$ cat src/fmc_pkg.sv
// Package for the map cache clock replacement block: sizes, codes and payload types.
// No dependencies; used by every module in src.
package fmc_pkg;
    localparam int ENTRIES   = 16;
    localparam int LOCK_BITS = 8;
    localparam int IDX_W     = (ENTRIES > 1) ? $clog2(ENTRIES) : 1;
    localparam logic [LOCK_BITS-1:0] LOCK_MAX = '1;
    localparam logic [3:0] CLOCK_RESET = 4'd3;

    localparam logic [2:0] MODE_LOCK   = 3'd0;
    localparam logic [2:0] MODE_UNLOCK = 3'd1;
    localparam logic [2:0] MODE_SETD   = 3'd2;
    localparam logic [2:0] MODE_CLRD   = 3'd3;
    localparam logic [2:0] MODE_GETD   = 3'd4;

    localparam logic [1:0] ST_OK        = 2'd0;
    localparam logic [1:0] ST_UNDERFLOW = 2'd1;
    localparam logic [1:0] ST_NO_VICTIM = 2'd2;
    localparam logic [1:0] ST_LOCK_SAT  = 2'd3;

    typedef struct packed {
        logic [2:0]  mode;
        logic [15:0] group;
    } req_t;

    typedef struct packed {
        logic [7:0]  slot;
        logic        hit;
        logic        found;
        logic [15:0] group_out;
        logic [1:0]  status;
    } resp_t;

    // Operation handed along the row of cells, one cell per cycle.
    typedef enum logic [3:0] {
        OP_NONE  = 4'b0001,
        OP_MATCH = 4'b0010,
        OP_SWEEP = 4'b0100,
        OP_GETD  = 4'b1000
    } op_t;

    // Token passed from cell to cell.
    typedef struct packed {
        op_t             op;
        logic [15:0]     group;
        logic [IDX_W-1:0] target;
        logic            done;
        logic            any_cand;
        logic            hit;
        logic [15:0]     tag;
    } tok_t;

    // Write command broadcast to one cell.
    typedef struct packed {
        logic            fill;
        logic            reload;
        logic [2:0]      mode;
        logic [IDX_W-1:0] target;
        logic [15:0]     group;
        logic [3:0]      reload_val;
        logic            clr_dirty;
    } wcmd_t;

    typedef struct packed {
        logic            valid;
        logic            dirty;
        logic            cand;
        logic            lock_zero;
        logic            lock_max;
    } cst_t;
endpackage

$ cat src/fmc_cell.sv
// One table entry of the map cache with its share of the match, sweep and dirty search.
// Depends on fmc_pkg.
module fmc_cell (
    input  logic               clk,
    input  logic               rst_n,
    input  logic [fmc_pkg::IDX_W-1:0] idx,
    input  logic               active,
    input  fmc_pkg::tok_t      tok_in,
    output fmc_pkg::tok_t      tok_out,
    input  fmc_pkg::wcmd_t     wcmd,
    output fmc_pkg::cst_t      cst
);
    import fmc_pkg::*;

    logic                 valid_reg, dirty_reg;
    logic [LOCK_BITS-1:0] locks_reg;
    logic [3:0]           clock_reg;
    logic [15:0]          tag_reg;
    logic                 sel;
    logic                 cand;

    assign sel  = (wcmd.target == idx);
    assign cand = !valid_reg || (!dirty_reg && locks_reg == '0);
    assign cst  = '{valid: valid_reg, dirty: dirty_reg, cand: cand,
                    lock_zero: (locks_reg == '0), lock_max: (locks_reg == LOCK_MAX)};

    // Token processing when the token sits at this cell.
    always_comb
    begin
        tok_out = tok_in;
        if (active && !tok_in.done)
        begin
            unique case (tok_in.op)
                OP_MATCH:
                begin
                    tok_out.any_cand = tok_in.any_cand | cand;
                    if (valid_reg && tag_reg == tok_in.group)
                    begin
                        tok_out.done   = 1'b1;
                        tok_out.hit    = 1'b1;
                        tok_out.target = idx;
                    end
                end
                OP_SWEEP:
                    if (!valid_reg || (cand && clock_reg == 4'd0))
                    begin
                        tok_out.done   = 1'b1;
                        tok_out.target = idx;
                    end
                OP_GETD:
                    if (valid_reg && dirty_reg && locks_reg == '0)
                    begin
                        tok_out.done   = 1'b1;
                        tok_out.target = idx;
                        tok_out.tag    = tag_reg;
                    end
                default: ;
            endcase
        end
    end

    // Entry state; the tag is payload and needs no reset.
    always_ff @(posedge clk or negedge rst_n)
    begin
        if (!rst_n)
        begin
            valid_reg <= 1'b0;
            dirty_reg <= 1'b0;
            locks_reg <= '0;
            clock_reg <= '0;
        end
        else
        begin
            if (active && !tok_in.done && tok_in.op == OP_SWEEP && valid_reg && cand
                && clock_reg != 4'd0)
                clock_reg <= clock_reg - 4'd1;
            if (sel && wcmd.clr_dirty)
                dirty_reg <= 1'b0;
            if (sel && wcmd.reload)
            begin
                clock_reg <= wcmd.reload_val;
                if (wcmd.fill)
                    valid_reg <= 1'b1;
                case (wcmd.mode)
                    MODE_LOCK:
                        if (wcmd.fill)
                            locks_reg <= {{(LOCK_BITS-1){1'b0}}, 1'b1};
                        else if (locks_reg != LOCK_MAX)
                            locks_reg <= locks_reg + 1'b1;
                    MODE_UNLOCK:
                        if (wcmd.fill)
                            locks_reg <= '0;
                        else if (locks_reg != '0)
                            locks_reg <= locks_reg - 1'b1;
                    MODE_SETD:
                        if (wcmd.fill)
                            locks_reg <= '0;
                    default:
                        if (wcmd.fill)
                            locks_reg <= '0;
                endcase
                if (wcmd.mode == MODE_SETD)
                    dirty_reg <= 1'b1;
                else if (wcmd.fill || wcmd.mode == MODE_CLRD)
                    dirty_reg <= 1'b0;
            end
        end
    end

    always_ff @(posedge clk)
    begin
        if (sel && wcmd.reload && wcmd.fill)
            tag_reg <= wcmd.group;
    end
endmodule

$ cat src/fmc_ctrl.sv
// Sequencer that walks the request token along the cell row and forms the response.
// Depends on fmc_pkg.
module fmc_ctrl (
    input  logic               clk,
    input  logic               rst_n,
    input  logic               start,
    input  fmc_pkg::req_t      req,
    output logic               busy,
    input  logic [3:0]         clock_reload,
    output logic [fmc_pkg::IDX_W-1:0] pos,
    output fmc_pkg::tok_t      tok,
    input  fmc_pkg::tok_t      tok_ret,
    output fmc_pkg::wcmd_t     wcmd,
    input  fmc_pkg::cst_t      tgt_st,
    output logic               done,
    output fmc_pkg::resp_t     result
);
    import fmc_pkg::*;

    typedef enum logic [3:0] {
        S_IDLE  = 4'b0001,
        S_WALK  = 4'b0010,
        S_APPLY = 4'b0100,
        S_RESP  = 4'b1000
    } state_t;

    state_t           state_reg, state_next;
    tok_t             tok_reg, tok_next;
    logic [2:0]       mode_reg;
    logic [IDX_W-1:0] pos_reg, pos_next, ptr_reg;
    logic             sweep_go;
    resp_t            res_reg, res_next;
    logic             done_reg;

    localparam logic [IDX_W-1:0] LAST = IDX_W'(ENTRIES - 1);

    function automatic logic [IDX_W-1:0] nxt(input logic [IDX_W-1:0] p);
        nxt = (p == LAST) ? '0 : p + 1'b1;
    endfunction

    assign busy   = (state_reg != S_IDLE);
    assign pos    = pos_reg;
    assign tok    = tok_reg;
    assign done   = done_reg;
    assign result = res_reg;
    assign sweep_go = tok_ret.done;

    always_comb
    begin
        state_next = state_reg;
        tok_next   = tok_reg;
        pos_next   = pos_reg;
        res_next   = res_reg;
        wcmd       = '0;
        wcmd.target     = tok_reg.target;
        wcmd.mode       = mode_reg;
        wcmd.group      = tok_reg.group;
        wcmd.reload_val = clock_reload;
        unique case (state_reg)
            S_IDLE:
                if (start)
                begin
                    res_next = '0;
                    tok_next = '0;
                    tok_next.group = req.group;
                    pos_next = '0;
                    if (req.mode == MODE_GETD)
                    begin
                        tok_next.op = OP_GETD;
                        state_next  = S_WALK;
                    end
                    else if (req.mode <= MODE_CLRD)
                    begin
                        tok_next.op = OP_MATCH;
                        state_next  = S_WALK;
                    end
                    else
                    begin
                        tok_next.op = OP_NONE;
                        state_next  = S_RESP;
                    end
                end
            S_WALK:
            begin
                tok_next = tok_ret;
                if (tok_reg.op == OP_SWEEP)
                    pos_next = nxt(pos_reg);
                else
                    pos_next = pos_reg + 1'b1;
                if (tok_ret.done || (tok_reg.op != OP_SWEEP && pos_reg == LAST))
                begin
                    if (tok_reg.op == OP_MATCH && !tok_ret.done)
                    begin
                        if (tok_ret.any_cand)
                        begin
                            tok_next.op   = OP_SWEEP;
                            tok_next.done = 1'b0;
                            pos_next      = nxt(ptr_reg);
                        end
                        else
                        begin
                            res_next.status = ST_NO_VICTIM;
                            state_next = S_RESP;
                        end
                    end
                    else if (tok_reg.op == OP_GETD)
                    begin
                        if (tok_ret.done)
                        begin
                            res_next.found     = 1'b1;
                            res_next.slot      = 8'(tok_ret.target);
                            res_next.group_out = tok_ret.tag;
                            state_next = S_APPLY;
                        end
                        else
                            state_next = S_RESP;
                    end
                    else
                        state_next = S_APPLY;
                end
            end
            S_APPLY:
            begin
                state_next = S_RESP;
                if (tok_reg.op == OP_GETD)
                    wcmd.clr_dirty = 1'b1;
                else
                begin
                    wcmd.reload = 1'b1;
                    wcmd.fill   = !tok_reg.hit;
                    res_next.slot = 8'(tok_reg.target);
                    res_next.hit  = tok_reg.hit;
                    if (mode_reg == MODE_LOCK && tok_reg.hit && tgt_st.lock_max)
                        res_next.status = ST_LOCK_SAT;
                    else if (mode_reg == MODE_UNLOCK && (!tok_reg.hit || tgt_st.lock_zero))
                        res_next.status = ST_UNDERFLOW;
                end
            end
            S_RESP:
                state_next = S_IDLE;
            default:
                state_next = S_IDLE;
        endcase
    end

    always_ff @(posedge clk or negedge rst_n)
    begin
        if (!rst_n)
        begin
            state_reg <= S_IDLE;
            tok_reg   <= '{op: OP_NONE, default: '0};
            pos_reg   <= '0;
            ptr_reg   <= '0;
            done_reg  <= 1'b0;
            mode_reg  <= '0;
        end
        else
        begin
            state_reg <= state_next;
            tok_reg   <= tok_next;
            pos_reg   <= pos_next;
            done_reg  <= (state_reg == S_RESP);
            if (state_reg == S_IDLE && start)
                mode_reg <= req.mode;
            if (state_reg == S_WALK && tok_reg.op == OP_SWEEP && sweep_go)
                ptr_reg <= pos_reg;
        end
    end

    always_ff @(posedge clk)
    begin
        res_reg <= res_next;
    end
endmodule

$ cat src/ftl_map_cache_clock_policy.sv
// Top level of the map cache with clock replacement, lock counts and dirty marks.
// Depends on fmc_pkg, fmc_cell and fmc_ctrl.
//
// Usage: raise start with a request on req while busy is low; the request is
// taken at that edge and busy stays high until done rises with the response.
// The response appears on result for one cycle, marked by done; the receiver
// cannot stall it. A token moves one cell per cycle along the row of entries:
// a lookup walks up to ENTRIES cells, a miss then runs the clock sweep from
// the entry after the pointer, at most 16 turns of the row, and a hit or fill
// is then applied in the apply state. A get dirty walks the row the same way;
// unused modes go straight to the response without a walk.
// clock_wr with clock_wdata writes the reload count (reset 3); the user must
// write it only while idle, as the block does not enforce this.
// Reset empties the table and clears the sweep pointer at once.
module ftl_map_cache_clock_policy (
    input  logic           clk,
    input  logic           rst_n,
    input  logic           start,
    input  fmc_pkg::req_t  req,
    output logic           busy,
    input  logic           clock_wr,
    input  logic [3:0]     clock_wdata,
    output logic           done,
    output fmc_pkg::resp_t result
);
    import fmc_pkg::*;

    logic [3:0]       reload_reg;
    logic [IDX_W-1:0] pos;
    tok_t             tok;
    tok_t             chain [ENTRIES+1];
    wcmd_t            wcmd;
    cst_t             cst [ENTRIES];
    cst_t             tgt_st;

    // Reload register.
    always_ff @(posedge clk or negedge rst_n)
    begin
        if (!rst_n)
            reload_reg <= CLOCK_RESET;
        else if (clock_wr)
            reload_reg <= clock_wdata;
    end

    assign chain[0] = tok;
    assign tgt_st   = cst[wcmd.target];

    // Row of cells; only the cell under the token acts on it.
    for (genvar i = 0; i < ENTRIES; i++)
    begin : g_cell
        tok_t t_out;
        fmc_cell u_cell (
            .clk     (clk),
            .rst_n   (rst_n),
            .idx     (IDX_W'(i)),
            .active  (busy && pos == IDX_W'(i)),
            .tok_in  (chain[i]),
            .tok_out (t_out),
            .wcmd    (wcmd),
            .cst     (cst[i])
        );
        assign chain[i+1] = (pos == IDX_W'(i)) ? t_out : chain[i];
    end

    fmc_ctrl u_ctrl (
        .clk          (clk),
        .rst_n        (rst_n),
        .start        (start),
        .req          (req),
        .busy         (busy),
        .clock_reload (reload_reg),
        .pos          (pos),
        .tok          (tok),
        .tok_ret      (chain[ENTRIES]),
        .wcmd         (wcmd),
        .tgt_st       (tgt_st),
        .done         (done),
        .result       (result)
    );
endmodule

$ cat config.mk
export PLATFORM = sky130hd
export DESIGN_NAME = ftl_map_cache_clock_policy
export DESIGN_NICKNAME = d
export VERILOG_FILES = /design/src/fmc_pkg.sv /design/src/fmc_cell.sv /design/src/fmc_ctrl.sv /design/src/ftl_map_cache_clock_policy.sv
export SDC_FILE = /design/constraint.sdc
export NUM_CORES = 2
export LEC_CHECK = 0
export BUFFER_PORTS_ARGS = -buffer_cell sky130_fd_sc_hd__buf_2
export CAP_MARGIN = 20
export CORE_MARGIN = 4
export CORE_UTILIZATION = 60
export CTS_BUF_LIST = sky130_fd_sc_hd__clkbuf_16
export CTS_CLUSTER_DIAMETER = 60
export DETAILED_ROUTE_END_ITERATION = 10
export PLACE_DENSITY = 0.78
export SYNTH_ARGS = -nofsm -noshare
export SYNTH_HDL_FRONTEND = slang
export SYNTH_SLANG_ARGS = --single-unit
$ cat constraint.sdc
create_clock -name clk -period 9 [get_ports clk]
set_input_delay 0.9 -clock clk [delete_from_list [all_inputs] [get_ports clk]]
set_output_delay 0.9 -clock clk [all_outputs]
set_load 0.01 [all_outputs]
==> flow_summary_export.csv <==
group,metric,value,unit
pwr,ir_drop,0.000271,V
pwr,powerDensity,234,nW/µm²
routing,drcViolationCount,0,
synth,synth_seq_cells,567,
cts,cts_resized,0,
finish,drive_gt1_frac,0.112,
critical_path,crit_buf_inv,2,
finish,largest_reg_flops,256,
critical_path,rr_worst_depth,13,
place,placed_cell_area,34500,µm²
sta,slew_violations,0,
die,chipHeight,244,µm
finish,mostFrequentLayoutCells,"dfrtp_1 (282), edfxtp_1 (280), nand2_1 (265)",
finish,final_common_cell,"dfrtp_1",
critical_path,cpMaxStageDelayCell,"dfrtp_1",
critical_path,crit_type,"register to register",
sta,slew_headroom,0.232,
global_route,grt_usage,0.359,
synth,synth_top_area_cell,"edfxtp_1",
place,dp_hpwl,75.8,mm
critical_path,cp_slowest_stage_delay,0.95,ns
finish,final_cell_area,36600,µm²
sta,rsz0062_at_grt,"false",
routing,avgViaCountPerCell,6.81,
critical_path,cp_max_fo,47,
sta,period_minus_slack,5.35,ns
die,die_w,244,µm
hold_path,hold_class,"input port to async pin",
die,die_area,59700,µm²
cts,cts_made_buffers,66,
global_route,grt_max_degree,159,
cts,cts_max_path_buffers,3,
sta,setup_viol,0,
sta,worst_pin_slew,1.12,ns
job,drv_cap,0,
finish,final_nets,3493,
cts,ctsHoldBuffers,0,
finish,nFillCells,4296,
global_route,grt_pass1_wl,166,mm
synth,async_flop_share,0.506,
sta,skew,0.0297,ns
global_route,gr-total-overflow,0,
cts,cts_root_buffer,"clkbuf_16",
critical_path,arrival,5.80,ns
critical_path,critPathTopFamily,"simple AND/OR/NAND/NOR gates",
pwr,power,8570,µW
synth,yosysWarnings,0,
routing,detail-route-antenna-nets,0,
routing,drt_iter0_markers,3086,
synth,seq_area_frac_synth,0.465,
pwr,leakagePower,0.0148,µW
sta,fmax,187,MHz
cts,post_cts_buffers,0,
synth,synth_edf_count,280,
die,ioPinCount,57,
cts,htreeDepth,3,
run_status,status,"finished, final reports clean",
place,gp_congestion,1.02,
cts,clkTransAtPathRegs,0.07,ns
routing,vias,28500,
routing,wl_per_cell,26.1,µm
global_route,antenna_found_initial,1,
die,core.rowCount,86,
finish,ff_latch_area,15600,µm²
finish,multi_input_area,16600,µm²
critical_path,cp-start-kind,"register",
cts,cts.sinks,567,
synth,syn_inst,3399,
cts,clk_latency,0.63,ns
synth,synth_cell_types,101,
synth,synthesis.area,33500,µm²
sta,setup_tns,0,ns
routing,finalWirelength,109,mm
place,io_buffer_count,52,
synth,synth_top_flop_cell,"dfrtp_1",
synth,synth_top_area_share,0.251,
synth,syn_avg_cell_area,9.86,µm²
global_route,grt_pass1_vias,27600,
cts,cts_tree,"yes",
critical_path,critPathRequiredTime,9.45,ns
place,place_ws,3.67,ns
finish,area_growth,9.27,%
die,coreArea,55200,µm²
sta,fin_crit_sh,0.594,
critical_path,cp.depth,13,
finish,final_util,0.663,
sta,hold_viol,0,
critical_path,cp_cell_sequence,"xor2_1, nor4_1, nand3_1, nor4_1, nor2_1, a31o_1, buf_4, nor4_4, buf_4, and2_1, nand2_1, and3_1, a211oi_1",
synth,netlist_top_cells_area,"edfxtp_1 (25%), dfrtp_1 (21%), xnor2_1 (4.1%)",
routing,drt_first_pass_iters,9,
critical_path,crit_path_end_kind,"register",
die,initial_utilization,0.607,
sta,finalWorstSetupSlack,3.65,ns
## layout make-up
type,instances,share of cell area
multi-input combinational,2497,0.454
clock inverter,51,0.0108
timing repair buffer,123,0.0225
inverter,134,0.0137
clock buffer,69,0.0472
sequential,567,0.426
tap,748,0.0256
antenna,1,0.0000683
## cell families (layout without fill, tap and decap cells)
kind of cell    count (synthesis)  in the layout  share of synthesized area
compound gates                851            851                      0.171
xor+xnor                      316            316                     0.0826
fa+ha+maj                      77             77                     0.0288
buf+inv                       338            377                     0.0411
flops                         567            567                      0.465
mux                            87             87                     0.0295
other cells                     1              5                   0.000112
simple gates                 1162           1162                      0.181
## cell usage after synthesis (16+ instances only)
library cell  number
a211oi_1          32
o211a_1           18
o21ai_1           35
or3_1             20
nor3_1            93
or4_1             18
o31ai_1           89
nand3_1           97
edfxtp_1         280
nor4_1            79
clkbuf_1         131
and3_1            72
inv_1            131
mux2_2            44
nor2_1           227
nand2b_1          44
or2_2             36
and2_1            27
nand2_1          266
a22o_1            23
o22ai_1           29
dfrtp_1          283
ha_1              77
a21oi_1          119
nand4_1           71
a22oi_1           21
o21a_1            18
a211o_1           21
a21o_1            31
mux2i_1           38
xnor2_1          158
a31oi_1           37
o21ai_0          237
xor2_1           158
a221o_1           16
nor2b_1           26
buf_2             49
## power by group
part / switching (µW) / internal (µW)
clock: 1120 / 1560
combinational: 1810 / 851
sequential: 207 / 3030
total: 3130 / 5440
## worst reg2reg max path: cells and delay by family (launching register included)
family	cells	cell delay, ns
buffers and inverters	2	0.76
and+or+nand+nor	8	2.81
xor gates and xnor gates	1	0.15
AOI/OAI and AO/OA	2	0.52
DFF	1	0.95
## per-layer routing
layer	vias up	GRT usage	part of all wire
met2	1707	0.573	0.46
li1	12500	-	-
met4	2	0.180	0.062
met3	403	0.0622	0.095
met1	13900	0.477	0.39
met5	-	0	0.00011
## final timing paths
check | endpoint | slack (ns) | from
worst max-delay path | u_ctrl.result[16] | 3.65 | u_ctrl.tok[28]
worst min-delay path | g_cell[0].u_cell.locks_reg[2] | 0.26 | rst_n
worst max register to register | u_ctrl.result[16] | 3.65 | u_ctrl.tok[28]
worst min register to register | g_cell[0].u_cell.tag_reg[1] | 0.48 | u_ctrl.tok[24]
max in group asynchronous | g_cell[13].u_cell.locks_reg[1] | 7.24 | rst_n
min in group clk | g_cell[0].u_cell.tag_reg[1] | 0.48 | u_ctrl.tok[24]
## per-stage QoR
| stage | hold slack (ns) | cells |
|---|---|---|
| 6_report | 0.265 | 4190 |
| 2_1_floorplan | 0.448 | 3402 |
| 4_1_cts | 0.343 | 4187 |
| 3_3_place_gp | 0.455 | 4067 |
| 3_5_place_dp | 0.463 | 4067 |
| 5_1_grt | 0.378 | 4189 |
No activity file was read; power rests on OpenSTA's default activity.
